===== src/hdl/ksbs_pkg.sv =====
// Shared types and constants for the knapsack best-subset block.
// Used by ksbs_ctrl, ksbs_dpath and knapsack_best_subset_top; depends on nothing.
package ksbs_pkg;

   localparam int MAX_ITEMS    = 32;
   localparam int MAX_CAPACITY = 1024;

   localparam int ITEM_AW  = (MAX_ITEMS > 1) ? $clog2(MAX_ITEMS) : 1;
   localparam int ITEM_CW  = $clog2(MAX_ITEMS + 1);
   localparam int CAP_AW   = $clog2(MAX_CAPACITY);

   localparam int DEPTH_W  = 10;
   localparam int GOLD_W   = 16;
   localparam int WEIGHT_W = 22;
   localparam int VALUE_W  = 21;
   localparam int CFG_W    = 10;
   localparam int KIND_W   = 2;
   localparam int CSR_IW   = 2;

   // register indexes
   localparam logic [CSR_IW-1:0] CSR_CAPACITY     = 2'd0;
   localparam logic [CSR_IW-1:0] CSR_DESCENT_RATE = 2'd1;

   // result kinds
   localparam logic [KIND_W-1:0] KIND_BEST  = 2'd0;
   localparam logic [KIND_W-1:0] KIND_COUNT = 2'd1;
   localparam logic [KIND_W-1:0] KIND_ITEM  = 2'd2;

   typedef struct packed {
      logic [DEPTH_W-1:0] item_depth;
      logic [GOLD_W-1:0]  item_gold;
      logic               last_item;
   } req_type;

   typedef struct packed {
      logic [KIND_W-1:0]  result_kind;
      logic [VALUE_W-1:0] amount;
      logic [DEPTH_W-1:0] chosen_depth;
      logic [GOLD_W-1:0]  chosen_gold;
      logic               last_result;
   } rsp_type;

   typedef struct packed {
      logic [DEPTH_W-1:0]  depth;
      logic [GOLD_W-1:0]   gold;
      logic [WEIGHT_W-1:0] weight;
   } item_rec_type;

   // controller to datapath
   typedef struct packed {
      logic              load_item;
      logic              clr_item_cnt;
      logic              idx_first;
      logic              idx_last;
      logic              idx_inc;
      logic              idx_dec;
      logic              j_set_cap;
      logic              j_dec;
      logic              clr_wr;
      logic              item_rd;
      logic              dp_rd;
      logic              best_rd;
      logic              rc_rd;
      logic              rc_eval;
      logic              clr_sel;
      logic              cnt_dec;
      logic              out_load;
      logic [KIND_W-1:0] out_kind;
   } cmd_type;

   // datapath to controller
   typedef struct packed {
      logic idx_at_n;
      logic idx_zero;
      logic sel_bit;
      logic cnt_zero;
      logic cnt_one;
      logic rsp_free;
      logic w_over_cap;
      logic j_at_w;
      logic j_zero;
   } stat_type;

endpackage


===== src/hdl/ksbs_ctrl.sv =====
// Sequencer for the knapsack best-subset block: load, clear, table fill,
// traceback and result emission. Depends on ksbs_pkg.
module ksbs_ctrl import ksbs_pkg::*; (
   input  logic     clock,
   input  logic     reset,
   input  logic     req_valid,
   input  logic     req_last,
   output logic     req_ready,
   input  stat_type stat,
   output cmd_type  cmd
);

   localparam logic [3:0] S_LOAD     = 4'd0;
   localparam logic [3:0] S_CLEAR    = 4'd1;
   localparam logic [3:0] S_DP_FETCH = 4'd2;
   localparam logic [3:0] S_DP_CHECK = 4'd3;
   localparam logic [3:0] S_DP_RUN   = 4'd4;
   localparam logic [3:0] S_BEST_RD  = 4'd5;
   localparam logic [3:0] S_BEST_OUT = 4'd6;
   localparam logic [3:0] S_RC_RD    = 4'd7;
   localparam logic [3:0] S_RC_EVAL  = 4'd8;
   localparam logic [3:0] S_CNT_OUT  = 4'd9;
   localparam logic [3:0] S_EM_SCAN  = 4'd10;
   localparam logic [3:0] S_EM_OUT   = 4'd11;

   logic [3:0] state_ff;
   logic [3:0] state_in;

   always_comb begin
      cmd       = '0;
      state_in  = state_ff;
      req_ready = 1'b0;
      unique case (state_ff)
         S_LOAD: begin
            req_ready = 1'b1;
            if (req_valid) begin
               cmd.load_item = 1'b1;
               if (req_last) begin
                  cmd.j_set_cap = 1'b1;
                  state_in      = S_CLEAR;
               end
            end
         end
         S_CLEAR: begin
            cmd.clr_wr = 1'b1;
            if (stat.j_zero) begin
               cmd.idx_first = 1'b1;
               state_in      = S_DP_FETCH;
            end else begin
               cmd.j_dec = 1'b1;
            end
         end
         S_DP_FETCH: begin
            if (stat.idx_at_n) begin
               state_in = S_BEST_RD;
            end else begin
               cmd.item_rd = 1'b1;
               state_in    = S_DP_CHECK;
            end
         end
         S_DP_CHECK: begin
            // skip an item that cannot fit at all
            if (stat.w_over_cap) begin
               cmd.idx_inc = 1'b1;
               state_in    = S_DP_FETCH;
            end else begin
               cmd.j_set_cap = 1'b1;
               state_in      = S_DP_RUN;
            end
         end
         S_DP_RUN: begin
            cmd.dp_rd = 1'b1;
            if (stat.j_at_w) begin
               cmd.idx_inc = 1'b1;
               state_in    = S_DP_FETCH;
            end else begin
               cmd.j_dec = 1'b1;
            end
         end
         S_BEST_RD: begin
            cmd.best_rd = 1'b1;
            state_in    = S_BEST_OUT;
         end
         S_BEST_OUT: begin
            if (stat.rsp_free) begin
               cmd.out_load  = 1'b1;
               cmd.out_kind  = KIND_BEST;
               cmd.j_set_cap = 1'b1;
               cmd.idx_last  = 1'b1;
               cmd.clr_sel   = 1'b1;
               state_in      = S_RC_RD;
            end
         end
         S_RC_RD: begin
            cmd.rc_rd   = 1'b1;
            cmd.item_rd = 1'b1;
            state_in    = S_RC_EVAL;
         end
         S_RC_EVAL: begin
            cmd.rc_eval = 1'b1;
            if (stat.idx_zero) begin
               state_in = S_CNT_OUT;
            end else begin
               cmd.idx_dec = 1'b1;
               state_in    = S_RC_RD;
            end
         end
         S_CNT_OUT: begin
            if (stat.rsp_free) begin
               cmd.out_load = 1'b1;
               cmd.out_kind = KIND_COUNT;
               if (stat.cnt_zero) begin
                  cmd.clr_item_cnt = 1'b1;
                  state_in         = S_LOAD;
               end else begin
                  cmd.idx_first = 1'b1;
                  state_in      = S_EM_SCAN;
               end
            end
         end
         S_EM_SCAN: begin
            if (stat.sel_bit) begin
               cmd.item_rd = 1'b1;
               state_in    = S_EM_OUT;
            end else begin
               cmd.idx_inc = 1'b1;
            end
         end
         S_EM_OUT: begin
            if (stat.rsp_free) begin
               cmd.out_load = 1'b1;
               cmd.out_kind = KIND_ITEM;
               cmd.cnt_dec  = 1'b1;
               if (stat.cnt_one) begin
                  cmd.clr_item_cnt = 1'b1;
                  state_in         = S_LOAD;
               end else begin
                  cmd.idx_inc = 1'b1;
                  state_in    = S_EM_SCAN;
               end
            end
         end
         default: begin
            state_in = S_LOAD;
         end
      endcase
   end

   always_ff @(posedge clock) begin
      if (reset) begin
         state_ff <= S_LOAD;
      end else begin
         state_ff <= state_in;
      end
   end

endmodule


===== config.mk =====
export PLATFORM = sky130hd
export DESIGN_NAME = ksbs_ctrl
export DESIGN_NICKNAME = d
export VERILOG_FILES = /design/src/hdl/ksbs_pkg.sv /design/src/hdl/ksbs_ctrl.sv
export SDC_FILE = /design/constraint.sdc
export NUM_CORES = 1
export LEC_CHECK = 0
export ABC_AREA = 1
export BUFFER_PORTS_ARGS = -buffer_cell sky130_fd_sc_hd__clkbuf_2
export CAP_MARGIN = 20
export CORE_MARGIN = 2
export CORE_UTILIZATION = 37
export CTS_CLUSTER_SIZE = 20
export DETAILED_ROUTE_END_ITERATION = 10
export GPL_TIMING_DRIVEN = 0
export PLACE_DENSITY_LB_ADDON = 0.25
export SLEW_MARGIN = 20
export SYNTH_ARGS = -nofsm -noshare
export SYNTH_HDL_FRONTEND = slang
export SYNTH_SLANG_ARGS = --single-unit

===== constraint.sdc =====
create_clock -name clock -period 1.2 [get_ports clock]
set_input_delay 0.24 -clock clock [delete_from_list [all_inputs] [get_ports clock]]
set_output_delay 0.24 -clock clock [all_outputs]
set_load 0.02 [all_outputs]

==> implementation parameters, run 1 <==
Parameter                              Value

Status
  Status    stopped before the end
  Last flow stage reached    5_1_grt
  First error    [ERROR DPL-0038] Utilization greater than 100%, impossible to legalize

Die
  Die Span X    about 43 um
  Height of the die    around 43 um
  I/O Pins    33
  Row count    13
  Initial core utilization    slightly above 40%

Yosys
  Synthesized area divided by synthesized cell count    between 5 and 6 sq um
  Distinct cells, synth    20
  Yosys warning total    0
  Top-count cell post-synth    nand2_1
  Post-synthesis instance area    553.0 sq um
  Area share of the largest cell type after synthesis    about 23%
  Library cell occupying the most area in the post-synthesis netlist    nand2_1
  Top cells by instance count after synthesis    nand2_1 (34), inv_1 (20), nor2_1 (12)
  Net count after synthesis    120
  Leading post-synthesis cells by cell area    nand2_1 (23%), dfxtp_1 (14%), inv_1 (14%)
  Syn Inst Count    about 110
  Share of synthesized registers carrying an async set or reset    0%
  Share of the yosys chip area belonging to registers    approximately 14%
  Most instantiated flip-flop cell in the synthesis netlist    dfxtp_1
  Number of flops mapped to enable cells by yosys    0
  Synth Register Bits    4

GRT
  Largest net degree at the start of global routing    8

Placed design
  I/O Buffers    32
  Placed cell count    about 150
  DPL Wire Length    around 1.4 mm
  Final estimated routing congestion in global placement    between 0.8 and 0.9

Clocking
  Cts bufs inserted    3
  H-tree levels    1
  Hold Buf Count CTS    0
  Sinks on the clock net    4
  CTS Buffer Depth    2
  Root Buffer Master    clkbuf_4

STA
  Worst endpoint type    output port
  Worst EP post-GRT repair    cmd[14]
## metrics by stage
stage	util, %	worst slack [ns]	cell area [sq um]	setup TNS [ns]
3_3_place_gp	63.39	-0.2568	855.8	-2.110
3_5_place_dp	63.39	-0.2726	855.8	-2.250
2_1_floorplan	-	-0.1589	676.9	-0.3896
4_1_cts	91.29	-0.4332	1232	-6.979
## cell families after synthesis
kind of cell	Yosys count	synth area share (%)
flops	4	14.48
simple gates	70	57.47
compound gates	9	9.728
buf+inv	24	18.33
## what timing repair did
item                                    4_1_cts
endpoints found under the setup margin       24
buffers inserted                             15
pin swaps                                    19
gates resized for setup                      64
==> run 2, diff against run 1 <==
CORE_AREA = 2 2 63 65   (was unset)
CORE_MARGIN = unset   (was 2)
CORE_UTILIZATION = unset   (was 37)
CTS_CLUSTER_SIZE = unset   (was 20)
DIE_AREA = 0 0 65 67   (was unset)
PLACE_DENSITY_LB_ADDON = 0.15   (was 0.25)
clock period = 1.6 ns   (was 1.2 ns; I/O delays follow)
==> implementation parameters, run 2 <==
Parameter                              Value

Power
  Peak supply drop    between 0.0002 and 0.00025 V
  Areal power density over the cells    1042 mW/mm^2
  LEAKAGE    around 0.66 nW
  PnR Total Power    around 1.2 mW

Yosys
  Share of synthesized registers carrying an async set or reset    0%
  Most instantiated flip-flop cell in the synthesis netlist    dfxtp_1
  Leading post-synthesis cells by cell area    nand2_1 (23%), dfxtp_1 (14%), inv_1 (14%)
  Net count after synthesis    120
  Area share of the largest cell type after synthesis    23.08%
  Synth Register Bits    4
  Number of flops mapped to enable cells by yosys    0
  Post-synthesis instance area    roughly 550 sq um
  Syn Inst Count    roughly 110
  Share of the yosys chip area belonging to registers    14.48%
  Library cell occupying the most area in the post-synthesis netlist    nand2_1
  Synthesized area divided by synthesized cell count    5.169 sq um
  Top cells by instance count after synthesis    nand2_1 (34), inv_1 (20), nor2_1 (12)
  Top-count cell post-synth    nand2_1
  Yosys warning total    0
  Distinct cells, synth    20

Clocking
  CTS Buffer Depth    2
  Sinks on the clock net    4
  H-tree levels    1
  Cts bufs inserted    3
  Hold Buf Count CTS    0
  Insertion delay to the later sink of the worst-skew pair    0.21 ns
  Clk pin slew, worst setup/hold paths    ~0.03 ns
  CTS tree    done
  Root Buffer Master    clkbuf_8

STA
  Maximum operating frequency    just over 600 MHz
  Worst clock skew    about 0.0027 ns
  Final worst path period share    100.5%
  Worst slew slack as a fraction of its limit    between 80% and 90%
  Final number of hold-violating endpoints    0
  Final setup viols    3
  Number of max-slew violations in the final report    0
  Final worst hold slack    0.3065 ns
  Post-route worst setup slack    -0.008395 ns
  Min Clock Period, post-route    1.608 ns
  RSZ-0062 raised after global routing    true
  Measured slew at the worst slew-check pin    about 0.21 ns

Die
  Die area    ~0.0044 sq mm
  Core region area    around 0.0036 sq mm
  Die Span X    approximately 65 um
  Initial core utilization    roughly 15%
  Row count    22
  Height of the die    around 67 um
  I/O Pins    33

Final layout
  Final core utilization    31.92%
  Flip-flop and latch area    95.09 sq um
  Layout Cells excl Fill    between 200 and 250
  ANT cells    0
  Area taken by multi-input logic gates    ~490 sq um
  Most frequent cells in the layout    nand2_1 (27), clkbuf_2 (18), inv_1 (16), buf_4 (16), buf_6 (10)
  Area growth, synth to finish    108.1%
  Leading cell type in the layout, fill and taps excluded    nand2_1
  Registers with the most flip-flops    state_ff (4)
  Number of nets in the final layout    roughly 170
  Fillcell total    about 400
  Number of flip-flops in the largest register    4
  Register with the highest flop count    state_ff
  Layout cell share with drive strength beyond 1    a little under three fifths

GRT
  Number of antenna violations at the first check in global routing    0
  Largest net degree at the start of global routing    7
  Overall routing resource usage    between 10% and 20%
  Wire length of the first global-routing pass    around 3.5 mm
  Via count of the first global-routing pass    ~840
  Total overflow reported by the global router    0

Critical path
  Slowest CP cell    dfxtp_4
  Category of the worst setup path capture point    output pin
  CP peak stage delay    0.42 ns
  Critical path data required time    1.28 ns
  Element type at the critical path start    flip-flop
  Maximum fanout along the worst path    6
  Data arrival time of the critical path    approximately 1.3 ns
  Worst-path cell chain    nor2_4 -> and3_4 -> a211o_1 -> clkbuf_8
  Critical path class    flip-flop to output pin

Detailed routing
  Vias post-DR    829
  Antenna viol nets, final    0
  Starting DRT DRC Count    29
  Number of remaining DRC errors    0
  Average via count per standard cell    a little over 4
  Number of search-and-repair iterations in the first detailed-routing pass    4
  Routed WL    2.180 mm
  Routed WL per cell    around 11 um

Placed design
  Final estimated routing congestion in global placement    about 0.77
  DPL Wire Length    around 1.7 mm
  Placed cell count    about 190
  Setup slack at placement    -0.06158 ns
  I/O Buffers    32

Status
  Violations in the final reports    negative setup slack
  Status    finished with violations

Job
  Maximum capacitance violations    0

Worst hold path
  Min-delay worst type    input pin to flip-flop
run 2: cell counts after synthesis:
Identical to the previous run, type by type.
run 2: layer usage:
metal  wire, um  track usage, %  up-vias
li1           -               -      426
met1        908           11.65      383
met2       1131           19.07       20
met3        140           3.378        0
met4          0           3.191        0
met5          0               0        -
run 2: what timing repair did:
action                     in CTS  in global routing
gates resized for setup        37                 45
setup buffers                   5                 10
pin swaps                       7                 14
hold endpoints to repair        0                  0
setup endpoints to repair      18                 14
run 2: worst paths after layout:
kind | startpoint | endpoint | slack (ns) | cells after the start
worst max-delay path | state_ff[3] | cmd[12] | -0.008 | 4
worst min register to register | state_ff[2] | state_ff[2] | 0.54 | 2
worst max register to register | state_ff[0] | state_ff[2] | 0.16 | 11
worst min-delay path | reset | state_ff[3] | 0.31 | 2
run 2: kinds of logic (layout without fill, tap and decap cells):
group / count (synthesis) / count (layout) / synth area share [%]
DFF: 4 / 4 / 14.48
buffers and inverters: 24 / 73 / 18.33
and+or+nand+nor: 70 / 70 / 57.47
AOI/OAI and AO/OA: 9 / 9 / 9.728
run 2: area by class of cell:
cell class	count	area share, %
inverters	22	7.826
repair buffers	47	31.20
plain buffers	1	0.9783
multi-input cells	79	42.93
well taps	48	5.217
clock buffers	3	3.587
flip-flops and latches	4	8.261
run 2: worst max-delay path: cells and delay by family, from the launching register on:
family,cells,cell delay (ns)
AOI/OAI and AO/OA,1,0.26
buffers and inverters,1,0.15
and+or+nand+nor,2,0.23
DFF,1,0.42
run 2: through the flow:
stage          setup TNS [ns]  instance area (sq um)
3_3_place_gp          -0.1004                  780.7
6_report             -0.01874                   1151
3_5_place_dp         -0.09021                  780.7
4_1_cts               -0.1315                  964.7
5_1_grt               -0.4134                   1151
2_1_floorplan        -0.05977                  560.5
run 2: power by group:
part | switching, mW | total [mW] | internal, mW
Sequential | 0.0677 | 0.199 | 0.132
Clock | 0.0463 | 0.206 | 0.160
Combinational | 0.420 | 0.795 | 0.374
Total | 0.534 | 1.20 | 0.666
(Power assumes the default switching activity.)
